## config.mk

```make
export PLATFORM = sky130hd
export DESIGN_NAME = centered_fir_zero_pad_core
export DESIGN_NICKNAME = d
export VERILOG_FILES = /design/src/rtl/cfzp_pkg.sv /design/src/rtl/cfzp_ram.sv /design/src/rtl/centered_fir_zero_pad_core.sv
export SDC_FILE = /design/constraint.sdc
export NUM_CORES = 2
export LEC_CHECK = 0
export BUFFER_PORTS_ARGS = -buffer_cell sky130_fd_sc_hd__buf_2
export CAP_MARGIN = 10
export CORE_MARGIN = 2
export CORE_UTILIZATION = 35
export DETAILED_ROUTE_END_ITERATION = 7
export PLACE_DENSITY = 0.46
export SLEW_MARGIN = 15
export SYNTH_ARGS = -nofsm -noshare
export SYNTH_HDL_FRONTEND = slang
export SYNTH_SLANG_ARGS = --single-unit
```

## constraint.sdc

```tcl
create_clock -name aclk -period 7.7 [get_ports aclk]
set_input_delay 1.54 -clock aclk [delete_from_list [all_inputs] [get_ports aclk]]
set_output_delay 1.54 -clock aclk [all_outputs]
set_load 0.01 [all_outputs]
```

## src/rtl/cfzp_pkg.sv

```systemverilog
// Shared types and constants for the centered zero-padded FIR core.
package cfzp_pkg;

    localparam int OUT_BITS       = 36;
    localparam int OUT_DATA_BITS  = 40;
    localparam int TAP_COUNT_BITS = 5;
    localparam int COEF_IDX_BITS  = 4;
    localparam int CFG_ADDR_BITS  = 2;

    localparam logic [CFG_ADDR_BITS-1:0] REG_TAP_COUNT  = 2'd0;
    localparam logic [CFG_ADDR_BITS-1:0] REG_COEF_INDEX = 2'd1;
    localparam logic [CFG_ADDR_BITS-1:0] REG_COEF_VALUE = 2'd2;

    typedef enum logic [2:0] {
        ST_IDLE,
        ST_STEP,
        ST_MAC,
        ST_WAIT,
        ST_PUSH
    } state_t;

endpackage

```

## src/rtl/cfzp_ram.sv

```systemverilog
// Generic simple dual-port RAM with one write port and a registered read port.
module cfzp_ram #(
    parameter int WIDTH = 16,
    parameter int DEPTH = 16
) (
    input  logic                     aclk,
    input  logic                     we,
    input  logic [$clog2(DEPTH)-1:0] waddr,
    input  logic [WIDTH-1:0]         wdata,
    input  logic [$clog2(DEPTH)-1:0] raddr,
    output logic [WIDTH-1:0]         rdata
);

    logic [WIDTH-1:0] mem [DEPTH];

    always_ff @(posedge aclk) begin
        if (we) begin
            mem[waddr] <= wdata;
        end
        rdata <= mem[raddr];
    end

endmodule

```

## src/rtl/centered_fir_zero_pad_core.sv

```systemverilog
// Centered FIR correlation with zero padding at both ends of each sequence.
//
// Samples arrive as beats on the s_ channel, with s_tlast on the final
// sample of a sequence. Filtered results leave as beats on the m_ channel,
// with m_tlast on the last result of a sequence. With T taps in use and
// edge E = T/2, the first E samples of a sequence give no result; the
// sample carrying s_tlast is followed by E zero flush steps, so a
// sequence gives one result per sample. Samples and coefficients live
// in two RAMs with a registered read. One multiply-accumulate runs per
// tap per cycle; a step with a result goes through the MAC, wait and
// push states, a step without one goes straight to push, and an input
// beat is taken once the previous one has finished all of its steps.
// A finished result waits in the output register while the core moves on;
// when the receiver stalls and a second result is ready, the core holds
// until the output register is taken.
// The configuration port writes tap_count, coef_index and coef_value;
// writing coef_value stores into the tap selected by coef_index.
// Reset sets one tap, zero coefficients and an empty delay line; no
// clearing pass is needed since a fill count masks stale samples.
module centered_fir_zero_pad_core
    import cfzp_pkg::*;
#(
    parameter int MAX_TAPS    = 16,
    parameter int SAMPLE_BITS = 16,
    parameter int COEF_BITS   = 16
) (
    input  logic                                   aclk,
    input  logic                                   aresetn,
    // s_tdata: sample
    input  logic [((SAMPLE_BITS+7)/8)*8-1:0]       s_tdata,
    input  logic                                   s_tlast,
    input  logic                                   s_tvalid,
    output logic                                   s_tready,
    // m_tdata: filtered
    output logic [OUT_DATA_BITS-1:0]               m_tdata,
    output logic                                   m_tlast,
    output logic                                   m_tvalid,
    input  logic                                   m_tready,
    input  logic                                   cfg_wr_en,
    input  logic [CFG_ADDR_BITS-1:0]               cfg_addr,
    input  logic [COEF_BITS-1:0]                   cfg_wdata
);

    localparam int AW = (MAX_TAPS > 1) ? $clog2(MAX_TAPS) : 1;
    localparam int RD = 2 ** AW;
    localparam int TW = $clog2(MAX_TAPS + 1) + 1;
    localparam int PW = SAMPLE_BITS + COEF_BITS;

    state_t state_reg, state_next;

    logic [TAP_COUNT_BITS-1:0] tap_count_reg;
    logic [COEF_IDX_BITS-1:0]  coef_index_reg;
    logic [MAX_TAPS-1:0]       coef_vld_reg;

    logic [TW-1:0] taps_cur;
    logic [TW-1:0] t_reg, e_reg, j_reg, warm_reg, fill_reg, flush_reg;
    logic [AW-1:0] wp_reg;
    logic          last_reg;
    logic signed [SAMPLE_BITS-1:0] x_reg;

    logic [TW-1:0] hist_idx;
    logic          hist_zero_reg, hist_ok_reg, coef_ok_reg;
    logic          rd_vld_reg, prod_vld_reg;
    logic signed [SAMPLE_BITS-1:0] hist_val;
    logic signed [COEF_BITS-1:0]   coef_val;
    logic signed [PW-1:0]          prod_reg;
    logic signed [OUT_BITS-1:0]    acc_reg;
    logic signed [OUT_BITS-1:0]    out_reg;
    logic                          out_last_reg;
    logic                          m_tvalid_reg;

    logic [SAMPLE_BITS-1:0] dl_q;
    logic [COEF_BITS-1:0]   cf_q;
    logic [AW-1:0]          dl_raddr;
    logic                   coef_we;

    logic in_acc, out_free, pipe_empty, due, emit, issue, push, mac_done;

    assign in_acc     = s_tvalid && s_tready;
    assign out_free   = !m_tvalid_reg || m_tready;
    assign pipe_empty = !rd_vld_reg && !prod_vld_reg;
    assign due        = warm_reg >= e_reg;
    assign mac_done   = j_reg == (t_reg - TW'(1));
    assign hist_idx   = (e_reg << 1) - j_reg;
    assign dl_raddr   = wp_reg - AW'(hist_idx);
    assign coef_we    = cfg_wr_en && (cfg_addr == REG_COEF_VALUE)
                        && (32'(coef_index_reg) < MAX_TAPS);

    always_comb begin
        if (tap_count_reg == '0) begin
            taps_cur = TW'(1);
        end else if (32'(tap_count_reg) > MAX_TAPS) begin
            taps_cur = TW'(MAX_TAPS);
        end else begin
            taps_cur = TW'(tap_count_reg);
        end
    end

    cfzp_ram #(.WIDTH(SAMPLE_BITS), .DEPTH(RD)) u_delay_ram (
        .aclk  (aclk),
        .we    (push),
        .waddr (wp_reg),
        .wdata (x_reg),
        .raddr (dl_raddr),
        .rdata (dl_q)
    );

    cfzp_ram #(.WIDTH(COEF_BITS), .DEPTH(RD)) u_coef_ram (
        .aclk  (aclk),
        .we    (coef_we),
        .waddr (AW'(coef_index_reg)),
        .wdata (cfg_wdata),
        .raddr (AW'(j_reg)),
        .rdata (cf_q)
    );

    always_comb begin
        state_next = state_reg;
        unique case (state_reg)
            ST_IDLE: begin
                if (in_acc) begin
                    state_next = ST_STEP;
                end
            end
            ST_STEP: begin
                state_next = due ? ST_MAC : ST_PUSH;
            end
            ST_MAC: begin
                if (mac_done) begin
                    state_next = ST_WAIT;
                end
            end
            ST_WAIT: begin
                if (pipe_empty && out_free) begin
                    state_next = ST_PUSH;
                end
            end
            ST_PUSH: begin
                if (last_reg && (flush_reg != '0)) begin
                    state_next = ST_STEP;
                end else begin
                    state_next = ST_IDLE;
                end
            end
            default: state_next = ST_IDLE;
        endcase
    end

    always_comb begin
        s_tready = (state_reg == ST_IDLE);
        issue    = (state_reg == ST_MAC);
        emit     = (state_reg == ST_WAIT) && pipe_empty && out_free;
        push     = (state_reg == ST_PUSH);
    end

    assign hist_val = hist_zero_reg ? x_reg
                    : (hist_ok_reg ? $signed(dl_q) : '0);
    assign coef_val = coef_ok_reg ? $signed(cf_q) : '0;

    always_ff @(posedge aclk) begin
        if (!aresetn) begin
            state_reg      <= ST_IDLE;
            tap_count_reg  <= TAP_COUNT_BITS'(1);
            coef_index_reg <= '0;
            coef_vld_reg   <= '0;
            warm_reg       <= '0;
            fill_reg       <= '0;
            wp_reg         <= '0;
            rd_vld_reg     <= 1'b0;
            prod_vld_reg   <= 1'b0;
            m_tvalid_reg   <= 1'b0;
        end else begin
            state_reg    <= state_next;
            rd_vld_reg   <= issue;
            prod_vld_reg <= rd_vld_reg;

            if (cfg_wr_en && (cfg_addr == REG_TAP_COUNT)) begin
                tap_count_reg <= cfg_wdata[TAP_COUNT_BITS-1:0];
            end
            if (cfg_wr_en && (cfg_addr == REG_COEF_INDEX)) begin
                coef_index_reg <= cfg_wdata[COEF_IDX_BITS-1:0];
            end
            if (coef_we) begin
                coef_vld_reg[coef_index_reg] <= 1'b1;
            end

            if ((state_reg == ST_STEP) && !due) begin
                warm_reg <= warm_reg + TW'(1);
            end

            if (push) begin
                wp_reg <= wp_reg + AW'(1);
                if (last_reg && (flush_reg == '0)) begin
                    fill_reg <= '0;
                    warm_reg <= '0;
                end else if (32'(fill_reg) < MAX_TAPS) begin
                    fill_reg <= fill_reg + TW'(1);
                end
            end

            if (emit) begin
                m_tvalid_reg <= 1'b1;
            end else if (m_tready) begin
                m_tvalid_reg <= 1'b0;
            end
        end
    end

    always_ff @(posedge aclk) begin
        if (in_acc) begin
            x_reg     <= $signed(s_tdata[SAMPLE_BITS-1:0]);
            last_reg  <= s_tlast;
            t_reg     <= taps_cur;
            e_reg     <= taps_cur >> 1;
            flush_reg <= taps_cur >> 1;
        end
        if (push && last_reg && (flush_reg != '0)) begin
            x_reg     <= '0;
            flush_reg <= flush_reg - TW'(1);
        end

        if (state_reg == ST_STEP) begin
            j_reg   <= '0;
            acc_reg <= '0;
        end else begin
            if (issue) begin
                j_reg <= j_reg + TW'(1);
            end
            if (prod_vld_reg) begin
                acc_reg <= acc_reg + OUT_BITS'(prod_reg);
            end
        end

        hist_zero_reg <= (hist_idx == '0);
        hist_ok_reg   <= (hist_idx != '0) && ((hist_idx - TW'(1)) < fill_reg);
        coef_ok_reg   <= coef_vld_reg[AW'(j_reg)];
        prod_reg      <= PW'(hist_val) * PW'(coef_val);

        if (emit) begin
            out_reg      <= acc_reg;
            out_last_reg <= last_reg && (flush_reg == '0);
        end
    end

    assign m_tvalid = m_tvalid_reg;
    assign m_tdata  = {{(OUT_DATA_BITS - OUT_BITS){1'b0}}, out_reg};
    assign m_tlast  = out_last_reg;

endmodule

```

==> flow_summary.ini <==
[outcome]
status = finished, final reports clean

[timing]
grt_setup_unrepaired = no
skew_ns = 0.0401
period_needed_ns = 7.08
setup_tns_ns = 0
setup_viol = 0
tightestPinTransition_ns = 1.10
whs_ns = 0.440
hold_violations = 0
fin_ws_ns = 0.618
slew_headroom = 0.270
fin_crit_sh = 0.920
slew_violations = 0
timing.fmax_ghz = 0.141

[place]
port_buffers = 78
gp_congestion = 0.886
hpwlAfterDp_um = 68300
dp_slack_ns = 0.673

[cells_and_area]
n_antenna_cell = 0
top_regs = u_coef_ram.mem x256, u_delay_ram.mem x256
area_growth_pct = 13.8
drive_above_1_share = 0.167
layout_commonest_cell = edfxtp_1
final_nets = 3386
fillers = 10342
seq_area_sq_um = 20300
multiInputGateArea_sq_um = 17000
layout_common_cells = 561 x edfxtp_1, 320 x inv_1, 264 x fa_1, 229 x nand2_1, 209 x nor2_1

[clock_network]
clock-sinks = 733
clock_path_buffers = 3
post-cts-setup-buffers = 0
clk_pin_slew_worst_paths_ns = 0.06
cts_root_buffer = clkbuf_16
clk_latency_ns = 0.66
cts_resized = 0
postCtsHoldBufs = 0
htreeDepth = 3
cts_buffers = 84
cts_tree = built

[setup_path]
start_kind = flip-flop
cp_slowest_stage_delay_ns = 0.62
cp_data_required_time_ns = 8.21
critPathBufInv = 4
crit_top_cell = fa_1
critPathSlowestCell = a211oi_1
critPathTopFamily = adder cells
cp-end-kind = flip-flop
cp_max_fo = 24
arrival_ns = 7.59
worstSetupPathType = flip-flop to flip-flop
crit_chain = nor2b_2, buf_4, a22o_1, nand2_1, fa_1, fa_1, fa_1, inv_1, fa_1, fa_1, inv_1, fa_1, inv_1, ha_1, and2_1, nand2_1, nor4_1, a21oi_1, a211oi_1, a32o_1, o41ai_2, xnor2_1

[synthesis]
ys_seq_elements = 733
synth_area_sq_um = 38700
synth_top_flop_cell = edfxtp_1
synth_warnings = 0
synth_edf_count = 561
ys_seq_area_frac = 0.524
syn_area_per_cell_sq_um = 13.8
async_reset_ff_frac = 0
synth.distinct_cells = 79
syn-instance-count = 2801

[routing]
drt_wl_total_um = 99800
drtPass1Iterations = 7
routedWlPerCell_um = 22.2
ant_nets = 0
via_per_inst = 5.02
drc_errors = 0
drt_iter0_markers = 1542
num_vias = 22594

[floorplan]
die_h_um = 337
initial_core_util = 0.351
die_w_um = 337
rows = 122
io_pins = 83
core_sq_um = 110000
design.die.area_sq_um = 113000

[power_and_ir_drop]
powerDensity_nw_per_um2 = 255
peakVddDrop_v = 0.000149
p_leak_nw = 17.1
power_mw = 11.2

[grt]
grt_pass1_vias = 24393
antenna_found_initial = 1
overflow = 0
grt_pass1_wl_um = 152000
grtUsageTotal = 0.181
grt_max_degree = 69

[worst_hold_path]
worstHoldPathType = flip-flop to flip-flop

[job]
cap_violations = 0
## through the flow
stage	cells	area (sq um)	util
6_report	4498	44000	0.400
4_1_cts	4498	44000	0.400
5_1_grt	4498	44000	0.400
2_1_floorplan	2804	38700	-
3_5_place_dp	4340	41300	0.375
3_3_place_gp	4340	41300	0.375
## Yosys cell counts (3+ instances only)
| library cell | number | area (sq um) |
|---|---|---|
| nand2b_1 | 20 | 125 |
| xor2_1 | 29 | 254 |
| fa_1 | 265 | 5310 |
| nor4_1 | 5 | 31.3 |
| mux2i_1 | 22 | 220 |
| a31oi_1 | 6 | 37.5 |
| a211o_1 | 5 | 43.8 |
| a21o_1 | 31 | 233 |
| nand3b_1 | 6 | 45.0 |
| dfxtp_1 | 172 | 3440 |
| o31ai_2 | 3 | 37.5 |
| nand4_1 | 16 | 100 |
| inv_1 | 320 | 1200 |
| o21bai_1 | 15 | 113 |
| ha_1 | 143 | 1790 |
| nor2b_1 | 28 | 175 |
| buf_4 | 4 | 30.0 |
| nor2_1 | 232 | 871 |
| clkbuf_1 | 78 | 293 |
| o21ai_1 | 6 | 30.0 |
| xnor2_1 | 59 | 517 |
| a22o_1 | 15 | 131 |
| buf_2 | 11 | 55.1 |
| edfxtp_1 | 561 | 16800 |
| or3_1 | 5 | 31.3 |
| or2_2 | 4 | 25.0 |
| nor3_1 | 35 | 175 |
| a21oi_1 | 85 | 425 |
| o22ai_1 | 4 | 25.0 |
| a21boi_0 | 3 | 22.5 |
| a211oi_1 | 12 | 90.1 |
| nand3_1 | 32 | 160 |
| or4_1 | 3 | 22.5 |
| o21a_1 | 24 | 180 |
| nor3b_1 | 4 | 30.0 |
| buf_1 | 12 | 45.0 |
| o21ai_0 | 36 | 180 |
| and3_1 | 10 | 62.6 |
| and2_1 | 18 | 113 |
| a22oi_1 | 19 | 143 |
| mux4_2 | 165 | 3720 |
| nand2_1 | 229 | 860 |
## routing by layer
layer | vias up | track usage | wire length [um]
li1 | 10198 | - | -
met1 | 11788 | 0.236 | 43300
met2 | 477 | 0.311 | 49700
met3 | 131 | 0.0264 | 4300
met4 | 0 | 0.0571 | 2570
met5 | - | 0 | 0
## final cells by class
cell class,count,share of cell area
clock buffers,122,0.0531
clock inverters,36,0.00864
inverters,322,0.0274
multi-input cells,1643,0.386
flip-flops and latches,733,0.461
well taps,1488,0.0423
repair buffers,154,0.0218
## worst register-to-register path, stage by stage, from the launching register on
cell and delay (ns):
dfxtp_1 0.32, nor2b_2 0.29, buf_4 0.31, a22o_1 0.53, nand2_1 0.17, fa_1 0.57, fa_1 0.52, fa_1 0.51
inv_1 0.05, fa_1 0.49, fa_1 0.49, inv_1 0.05, fa_1 0.47, inv_1 0.04, ha_1 0.32, and2_1 0.21
nand2_1 0.07, nor4_1 0.26, a21oi_1 0.13, a211oi_1 0.62, a32o_1 0.33, o41ai_2 0.08, xnor2_1 0.12
## cell families after synthesis
logic type,Yosys count,share of synthesized area
fa+ha+maj,408,0.183
compound gates,298,0.0526
other cells,1,0.0000969
simple gates,657,0.0757
xor+xnor,88,0.0199
buf+inv,428,0.0424
mux,188,0.102
flops,733,0.524
## power by group
part	internal (mW)	switching [mW]
registers	4.53	0.169
logic	1.07	1.54
clock network	2.29	1.62
total	7.89	3.32
## final timing paths
kind               startpoint      endpoint  slack [ns]  cells past startpoint
setup / recovery  hist_ok_reg  prod_reg[30]        0.62                     22
hold / removal    warm_reg[5]   warm_reg[5]        0.44                      2
setup reg to reg  hist_ok_reg  prod_reg[30]        0.62                     22
hold reg to reg   warm_reg[5]   warm_reg[5]        0.44                      2
Note: power is estimated with default switching activity, not from simulation.
